--- config.mk ---
export PLATFORM = sky130hd
export DESIGN_NAME = tm_sqrt_chain
export DESIGN_NICKNAME = d
export VERILOG_FILES = /design/src/tm_sqrt_cell.sv /design/src/tm_sqrt_chain.sv
export SDC_FILE = /design/constraint.sdc
export NUM_CORES = 2
export LEC_CHECK = 0
export ABC_AREA = 1
export BUFFER_PORTS_ARGS = -buffer_cell sky130_fd_sc_hd__buf_2
export CAP_MARGIN = 40
export CORE_MARGIN = 3
export CORE_UTILIZATION = 45
export CTS_CLUSTER_DIAMETER = 150
export DETAILED_ROUTE_END_ITERATION = 12
export GPL_ROUTABILITY_DRIVEN = 0
export PLACE_DENSITY = 0.67
export SKIP_CTS_REPAIR_TIMING = 1
export SLEW_MARGIN = 25
export SYNTH_ARGS = -nofsm -noshare
export SYNTH_HDL_FRONTEND = slang
export SYNTH_SLANG_ARGS = --single-unit
--- constraint.sdc ---
create_clock -name clk -period 2.65 [get_ports clk]
set_clock_uncertainty 0.15 [all_clocks]
set_input_delay 0.1325 -clock clk [delete_from_list [all_inputs] [get_ports clk]]
set_output_delay 0.1325 -clock clk [all_outputs]
set_load 0.05 [all_outputs]
--- src/tm_sqrt_cell.sv ---
// One restoring square-root digit cell: retires one root bit per beat while en is high.
// Depends on nothing besides its parameters.
module tm_sqrt_cell #(
    parameter int RW = 40,
    parameter int QW = 26
) (
    input  logic          clk,
    input  logic          en,
    input  logic [RW-1:0] rem_in,
    input  logic [QW-1:0] root_in,
    input  logic [1:0]    pair,
    output logic [RW-1:0] rem_reg,
    output logic [QW-1:0] root_reg
);
    logic [RW-1:0] sh;
    logic [RW-1:0] trial;
    always_comb
    begin
        sh    = {rem_in[RW-3:0], pair};
        trial = RW'({root_in, 2'b01});
    end
    // advance one digit
    always_ff @(posedge clk)
    begin
        if (en)
        begin
            if (sh >= trial)
            begin
                rem_reg  <= sh - trial;
                root_reg <= {root_in[QW-2:0], 1'b1};
            end
            else
            begin
                rem_reg  <= sh;
                root_reg <= {root_in[QW-2:0], 1'b0};
            end
        end
    end
endmodule

--- src/tm_sqrt_chain.sv ---
// Chain of square-root cells: floor(sqrt(d2) * 2^FRAC) for even DW, one digit per stage.
// Depends on tm_sqrt_cell.
module tm_sqrt_chain #(
    parameter int DW   = 34,
    parameter int FRAC = 8
) (
    input  logic                       clk,
    input  logic                       en,
    input  logic [DW-1:0]              d2,
    output logic [(DW+1)/2+FRAC-1:0]   root
);
    localparam int NINT = (DW + 1) / 2;
    localparam int NST  = NINT + FRAC;
    localparam int QW   = NST;
    localparam int RW   = QW + 3;
    localparam int PW   = 2 * NST;
    logic [PW-1:0] rad;
    logic [RW-1:0] rem_w  [NST+1];
    logic [QW-1:0] root_w [NST+1];
    logic [PW-1:0] rad_w  [NST];
    assign rad       = PW'({d2, {(2*FRAC){1'b0}}}) << (2*NINT - DW);
    assign rem_w[0]  = '0;
    assign root_w[0] = '0;
    assign rad_w[0]  = rad;
    genvar g;
    generate
        for (g = 0; g < NST; g++)
        begin : g_cell
            tm_sqrt_cell #(.RW(RW), .QW(QW)) u_cell (
                .clk(clk), .en(en), .rem_in(rem_w[g]), .root_in(root_w[g]),
                .pair(rad_w[g][PW-1:PW-2]),
                .rem_reg(rem_w[g+1]), .root_reg(root_w[g+1]));
            if (g < NST - 1)
            begin : g_rad
                logic [PW-1:0] rad_reg;
                // hand the remaining radicand bits on
                always_ff @(posedge clk)
                begin
                    if (en)
                    begin
                        rad_reg <= rad_w[g] << 2;
                    end
                end
                assign rad_w[g+1] = rad_reg;
            end
        end
    endgenerate
    assign root = root_w[NST];
endmodule

Yosys cells after proc, flatten, opt, wreduce, memory -nomap -nowiden:

Index checks and enable logic that the tools add are counted.
W data, S select, Z words.

* bits in read-only memories: 0
* memories: 0
* input port bits: 36
* register bits after elaboration: 1198
* latch bits: 0
* memory bits (writable): 0

* div/mod/pow operators: 0
* multiplexer cells: 49
* bitwise logic cells: 0
* equal/unequal tests: 0
* reductions and logical operators: 0
* add/subtract/negate cells: 24
* magnitude comparators: 25
* $mul: 0
* shift-type cells: 0

Operators by type and width (count)
* $mux W26: 23
* $ge A28 B10 Y1: 1
* $ge A28 B11 Y1: 1
* $ge A28 B12 Y1: 1
* $ge A28 B13 Y1: 1
* $ge A28 B14 Y1: 1
* $ge A28 B15 Y1: 1
* $ge A28 B16 Y1: 1
* $ge A28 B17 Y1: 1
* $ge A28 B18 Y1: 1
* $ge A28 B19 Y1: 1
* $ge A28 B20 Y1: 1
* $ge A28 B21 Y1: 1
* $ge A28 B22 Y1: 1
* $ge A28 B23 Y1: 1
* $ge A28 B24 Y1: 1
* $ge A28 B25 Y1: 1
* $ge A28 B26 Y1: 1
* $ge A28 B3 Y1: 1
* $ge A28 B4 Y1: 1
* $ge A28 B5 Y1: 1
* $ge A28 B6 Y1: 1
* $ge A28 B7 Y1: 1
* $ge A28 B8 Y1: 1
* other kinds (28): 52

Logic depth before layout (Yosys ltp):

* depth after elaboration: 2
* mapped depth: 15
* mapped depth without buffers: 14

Modules after synthesis:

Synthesis repeated with hierarchy kept, for this count alone.

* cells, all modules: 15201
* area, all modules: 112412.8 µm²

Modules (own cells, without submodules)
* tm_sqrt_cell (g_cell[1].u_cell ...): area each 4110.2 µm², seq. area each 1591.5 µm², cells an instance 598, times used 14
* tm_sqrt_cell (g_cell[0].u_cell ...): area each 4245.3 µm², seq. area each 1591.5 µm², cells an instance 596, times used 11
* tm_sqrt_chain: area each 8171.6 µm², seq. area each 8167.8 µm², cells an instance 273, times used 1

Least setup slack after synthesis:

Ideal clock, no wire load.

* path kind: flip-flop to flip-flop
* from: register g_cell[16].u_cell.rem_reg[0]
* to: register g_cell[17].u_cell.rem_reg[3], data pin
* data arrival time: 1896 ps
* slack: 351 ps
* library setup time: 253 ps
* cell stages (with the launch flop): 14
* path through: edfxtp_1 -> ha_1 -> fa_1 -> nand3_1 -> nand2_2 -> nand2_1 -> nand2_2 -> nand2_1 -> nand2_1 -> nand2_2 -> nand2_4 -> buf_2 -> nand2_1 -> nand2_1

* cells in the longest elaborated chain, start to end: 2

RTL lines
* start: declaration: RTL line tm_sqrt_cell.sv:12 `output logic [RW-1:0] rem_reg,`
* start signal: assignment: RTL line tm_sqrt_cell.sv:29 `rem_reg <= sh - trial;`
* start signal: assignment: RTL line tm_sqrt_cell.sv:34 `rem_reg <= sh;`
* $sub A26 B19 Y26 or $ge A28 B19 Y1 (tied branches): RTL line tm_sqrt_cell.sv:29, tm_sqrt_cell.sv:27
* $mux W26 (*): RTL line tm_sqrt_cell.sv:27 `if (sh >= trial)`
* end signal: assignment: RTL line tm_sqrt_cell.sv:29
* end signal: assignment: RTL line tm_sqrt_cell.sv:34
* end: declaration: RTL line tm_sqrt_cell.sv:12

Every way passes the cells marked *; elsewhere a longest branch is shown, timed or not.
A chain may end at the register's enable or synchronous reset.

Final worst setup path:

* from: register g_cell[13].u_cell.root_reg[10]
* to: register g_cell[14].u_cell.rem_reg[22], data pin

* cells in the longest elaborated chain, start to end: 2

RTL lines
* start: declaration: RTL line tm_sqrt_cell.sv:13 `output logic [QW-1:0] root_reg`
* start signal: assignment: RTL line tm_sqrt_cell.sv:30 `root_reg <= {root_in[QW-2:0], 1'b1};`
* start signal: assignment: RTL line tm_sqrt_cell.sv:35 `root_reg <= {root_in[QW-2:0], 1'b0};`
* $sub A26 B16 Y26 or $ge A28 B16 Y1 (tied branches): RTL line tm_sqrt_cell.sv:29, tm_sqrt_cell.sv:27
* $mux W26 (*): RTL line tm_sqrt_cell.sv:27
* end signal: assignment: RTL line tm_sqrt_cell.sv:29
* end signal: assignment: RTL line tm_sqrt_cell.sv:34
* end: declaration: RTL line tm_sqrt_cell.sv:12

Marked as above.

==> flow_metrics.py <==
metrics = {
    "outcome": {
        "status": "finished, final reports clean",
    },
    "die": {
        "die_area_um2": 162000,
        "placementRows": 145,
        "pin_count": 61,
        "start_util_pct": 45.4,
        "die_h_um": 403,
        "die_w_um": 403,
        "coreArea_um2": 156000,
    },
    "synthesis": {
        "yosysWarnings": 0,
        "synth_cells": 8802,
        "yosys.cell_types.count": 56,
        "syn_avg_cell_area_um2": 8.06,
        "synth.area.top_cells": "edfxtp_1, nand2_1, inv_1",
        "yosysSeqAreaShare_pct": 49.4,
        "ys_ff_latch": 1166,
        "yosys_most_used_dff": "edfxtp_1",
        "synthArstFlopShare_pct": 0,
        "yosysMostFrequentCell": "nand2_1",
        "synth_top_cells_by_count": "nand2_1, inv_1, edfxtp_1",
        "synth_edf_count": 1166,
        "synth_fp_nets": 9181,
        "yosys.area.top_type": "edfxtp_1",
        "synth_area_um2": 70900,
        "synth_top_area_share_pct": 49.4,
    },
    "layout": {
        "drive_gt1_share_pct": 6.79,
        "largest_reg_flops": 569,
        "final_nets": 9561,
        "fin_cells": 11300,
        "area_growth_syn_to_layout_pct": 13.4,
    },
    "pwr": {
        "vdd_drop_max_mv": 0.667,
        "leakage_nw": 37.9,
        "swShare_pct": 32.0,
        "intPower_mw": 38.5,
        "combPwrFrac_pct": 24.0,
        "pwr-share-clk_pct": 32.6,
        "sequentialPowerShare_pct": 43.4,
        "p_sw_mw": 18.2,
        "powerDensity_nw_per_um2": 705,
    },
    "clock_tree": {
        "cts_sinks": 1166,
        "cts_tree": "yes",
        "htreeDepth": 4,
        "clk_latency_ps": 780,
        "path_clk_slew_ps": 60,
        "root_buffer": "clkbuf_16",
        "numCtsBuffers": 134,
        "cts_buffer_depth": 3,
    },
    "routing": {
        "wl_um": 177000,
        "drt-initial-drc-count": 4735,
        "viasPerCell": 5.06,
        "dr.pass1.iters": 8,
        "drc": 0,
        "wl_per_cell_um": 15.6,
        "dr_total_vias": 57400,
        "drtAntennaViolNets": 0,
    },
    "worst_setup_path": {
        "rr_startpoint": "g_cell[13].u_cell.root_reg[10]",
        "slowest_delay_ps": 440,
        "worstPathArrival_ps": 2960,
        "path_buf_inv": 2,
        "r2r_cells": 11,
        "cp-start-kind": "flop",
        "cp_slowest_cell": "edfxtp_1",
        "critPathMaxFanout": 16,
        "endpoint_kind": "flop",
        "r2r_setup_slack_ps": 60,
        "crit_required_ps": 3020,
        "path_cells": "inv_1 > ha_1 > nand2_1 > nor2_2 > nand2_1 > nor2_1 > nor2_1 > nand3_2 > nor2_4 > buf_12 > a21oi_1",
        "critPathKind": "flop to flop",
        "rr_endpoint": "g_cell[14].u_cell.rem_reg[22]",
        "crit_family": "simple AND/OR/NAND/NOR gates",
    },
    "worst_hold_path": {
        "holdCritPathClass": "input port to flop",
        "min_to": "g_cell[0].u_cell.rem_reg[1]",
        "hp-start": "d2[33]",
        "hold_depth": 4,
    },
    "global_routing": {
        "gr-total-overflow": 0,
        "antenna_found_initial": 0,
        "grt_pass1_vias": 54200,
        "grt_pass1_wl_um": 281000,
        "grt.total_usage_pct": 21.5,
        "grt_max_degree": 83,
    },
    "placement": {
        "place_inst": 11000,
        "portBuffers": 60,
        "dp_hpwl_um": 137000,
    },
    "sta": {
        "worst_hold_slack_ps": 31.9,
        "fmax_mhz": 386,
        "tightest_slew_ps": 593,
        "finalMaxSlewViolations": 0,
        "final_hold_viol_count": 0,
        "min_period_ps": 2590,
        "min_period_over_period_pct": 97.7,
        "setup_viol": 0,
        "relSlewSlack_pct": 60.1,
    },
    "job": {
        "drv_cap": 0,
    },
}
==> cells in the final DEF (no fill, tap or decap), drive strengths merged <==
cell type / synthesis / routed
a211oi: 1 / 1
a21boi: 7 / 7
a21o: 4 / 4
a21oi: 316 / 316
a31o: 1 / 1
and2: 16 / 16
and3: 8 / 8
buf: 69 / 247
bufinv: 0 / 13
clkbuf: 3 / 157
clkinv: 1 / 55
clkinvlp: 0 / 10
conb: 1 / 1
diode: 0 / 1
dlygate4sd3: 0 / 68
edfxtp: 1166 / 1166
fa: 7 / 7
ha: 336 / 336
inv: 1649 / 1659
nand2: 3172 / 3173
nand3: 542 / 542
nand3b: 82 / 82
nand4: 151 / 151
nor2: 755 / 755
nor3: 64 / 64
nor3b: 2 / 2
nor4: 5 / 5
o211ai: 2 / 2
o21a: 2 / 2
o21ai: 185 / 185
o21bai: 10 / 10
o31a: 1 / 1
o31ai: 1 / 1
or2: 18 / 18
xnor2: 90 / 90
xor2: 135 / 135
==> worst min-delay path, delay by kind of cell <==
family / cells / cell delay, ps
and+or+nand+nor: 1 / 40
buffers and inverters: 3 / 670
==> worst max path at each step <==
stage                                         startpoint                             to  slack [ps]  depth (start not counted)
after floorplan             g_cell[16].u_cell.rem_reg[0]   g_cell[17].u_cell.rem_reg[3]         350                         13
after global placement     g_cell[16].u_cell.root_reg[0]  g_cell[17].u_cell.rem_reg[23]          20                         14
after detailed placement   g_cell[16].u_cell.root_reg[0]  g_cell[17].u_cell.rem_reg[19]         -20                         14
after CTS                  g_cell[16].u_cell.root_reg[0]  g_cell[17].u_cell.rem_reg[25]         -50                         14
after global routing        g_cell[1].u_cell.root_reg[1]    g_cell[2].u_cell.rem_reg[3]         -20                         13
final                     g_cell[13].u_cell.root_reg[10]  g_cell[14].u_cell.rem_reg[22]          60                         11
==> cells by family (layout without fill, tap and decap cells) <==
| kind of cell | Yosys count | in the layout | synth area share (%) |
|---|---|---|---|
| flip-flops | 1166 | 1166 | 49.4 |
| other | 1 | 2 | 0.00529 |
| XOR/XNOR | 225 | 225 | 2.78 |
| buffers and inverters | 1722 | 2209 | 9.48 |
| adder cells (fa/ha/maj) | 343 | 343 | 6.12 |
| AO/OA/AOI/OAI | 530 | 530 | 4.10 |
| AND/OR/NAND/NOR | 4815 | 4816 | 28.2 |
==> metrics by stage <==
stage	power [mW]	setup slack (ps)	utilization, %	area (um^2)	setup TNS (ps)
after floorplan	33.9	351	-	70900	0
after global placement	37.9	18.1	47.9	74900	0
after detailed placement	38.2	-20.6	47.9	74900	-72.6
after CTS	56.9	-47.9	50.7	79300	-305
after global routing	60.0	-21.1	51.4	80400	-68.9
final	56.7	61.5	51.4	80400	0
==> per-layer routing <==
| metal | global-route usage, % | vias up | share of wire, % |
|---|---|---|---|
| met4 | 7.73 | 0 | 3.6 |
| met5 | 0 | - | 0 |
| met3 | 3.09 | 399 | 6.5 |
| met1 | 29.1 | 26200 | 44 |
| li1 | - | 28800 | - |
| met2 | 35.1 | 1969 | 46 |
==> power by group through the flow <==
stage,clock network (mW),logic [mW],registers (mW)
after floorplan,0,9.65,24.2
after global placement,0,13.0,24.9
after detailed placement,0,13.2,25.0
after CTS,19.0,13.3,24.6
after global routing,19.7,15.5,24.8
final,18.5,13.6,24.6
==> final cells by class <==
| cell class | instances | area [um^2] |
|---|---|---|
| fillers | 14500 | 75900 |
| flip-flops and latches | 1166 | 35000 |
| multi-input cells | 5915 | 29400 |
| inverters | 1650 | 6210 |
| clock buffers | 157 | 3460 |
| repair buffers | 315 | 2840 |
| well taps | 2058 | 2570 |
| clock inverters | 87 | 950 |
| diodes | 1 | 2.50 |
Power figures use the tool's default switching activity.
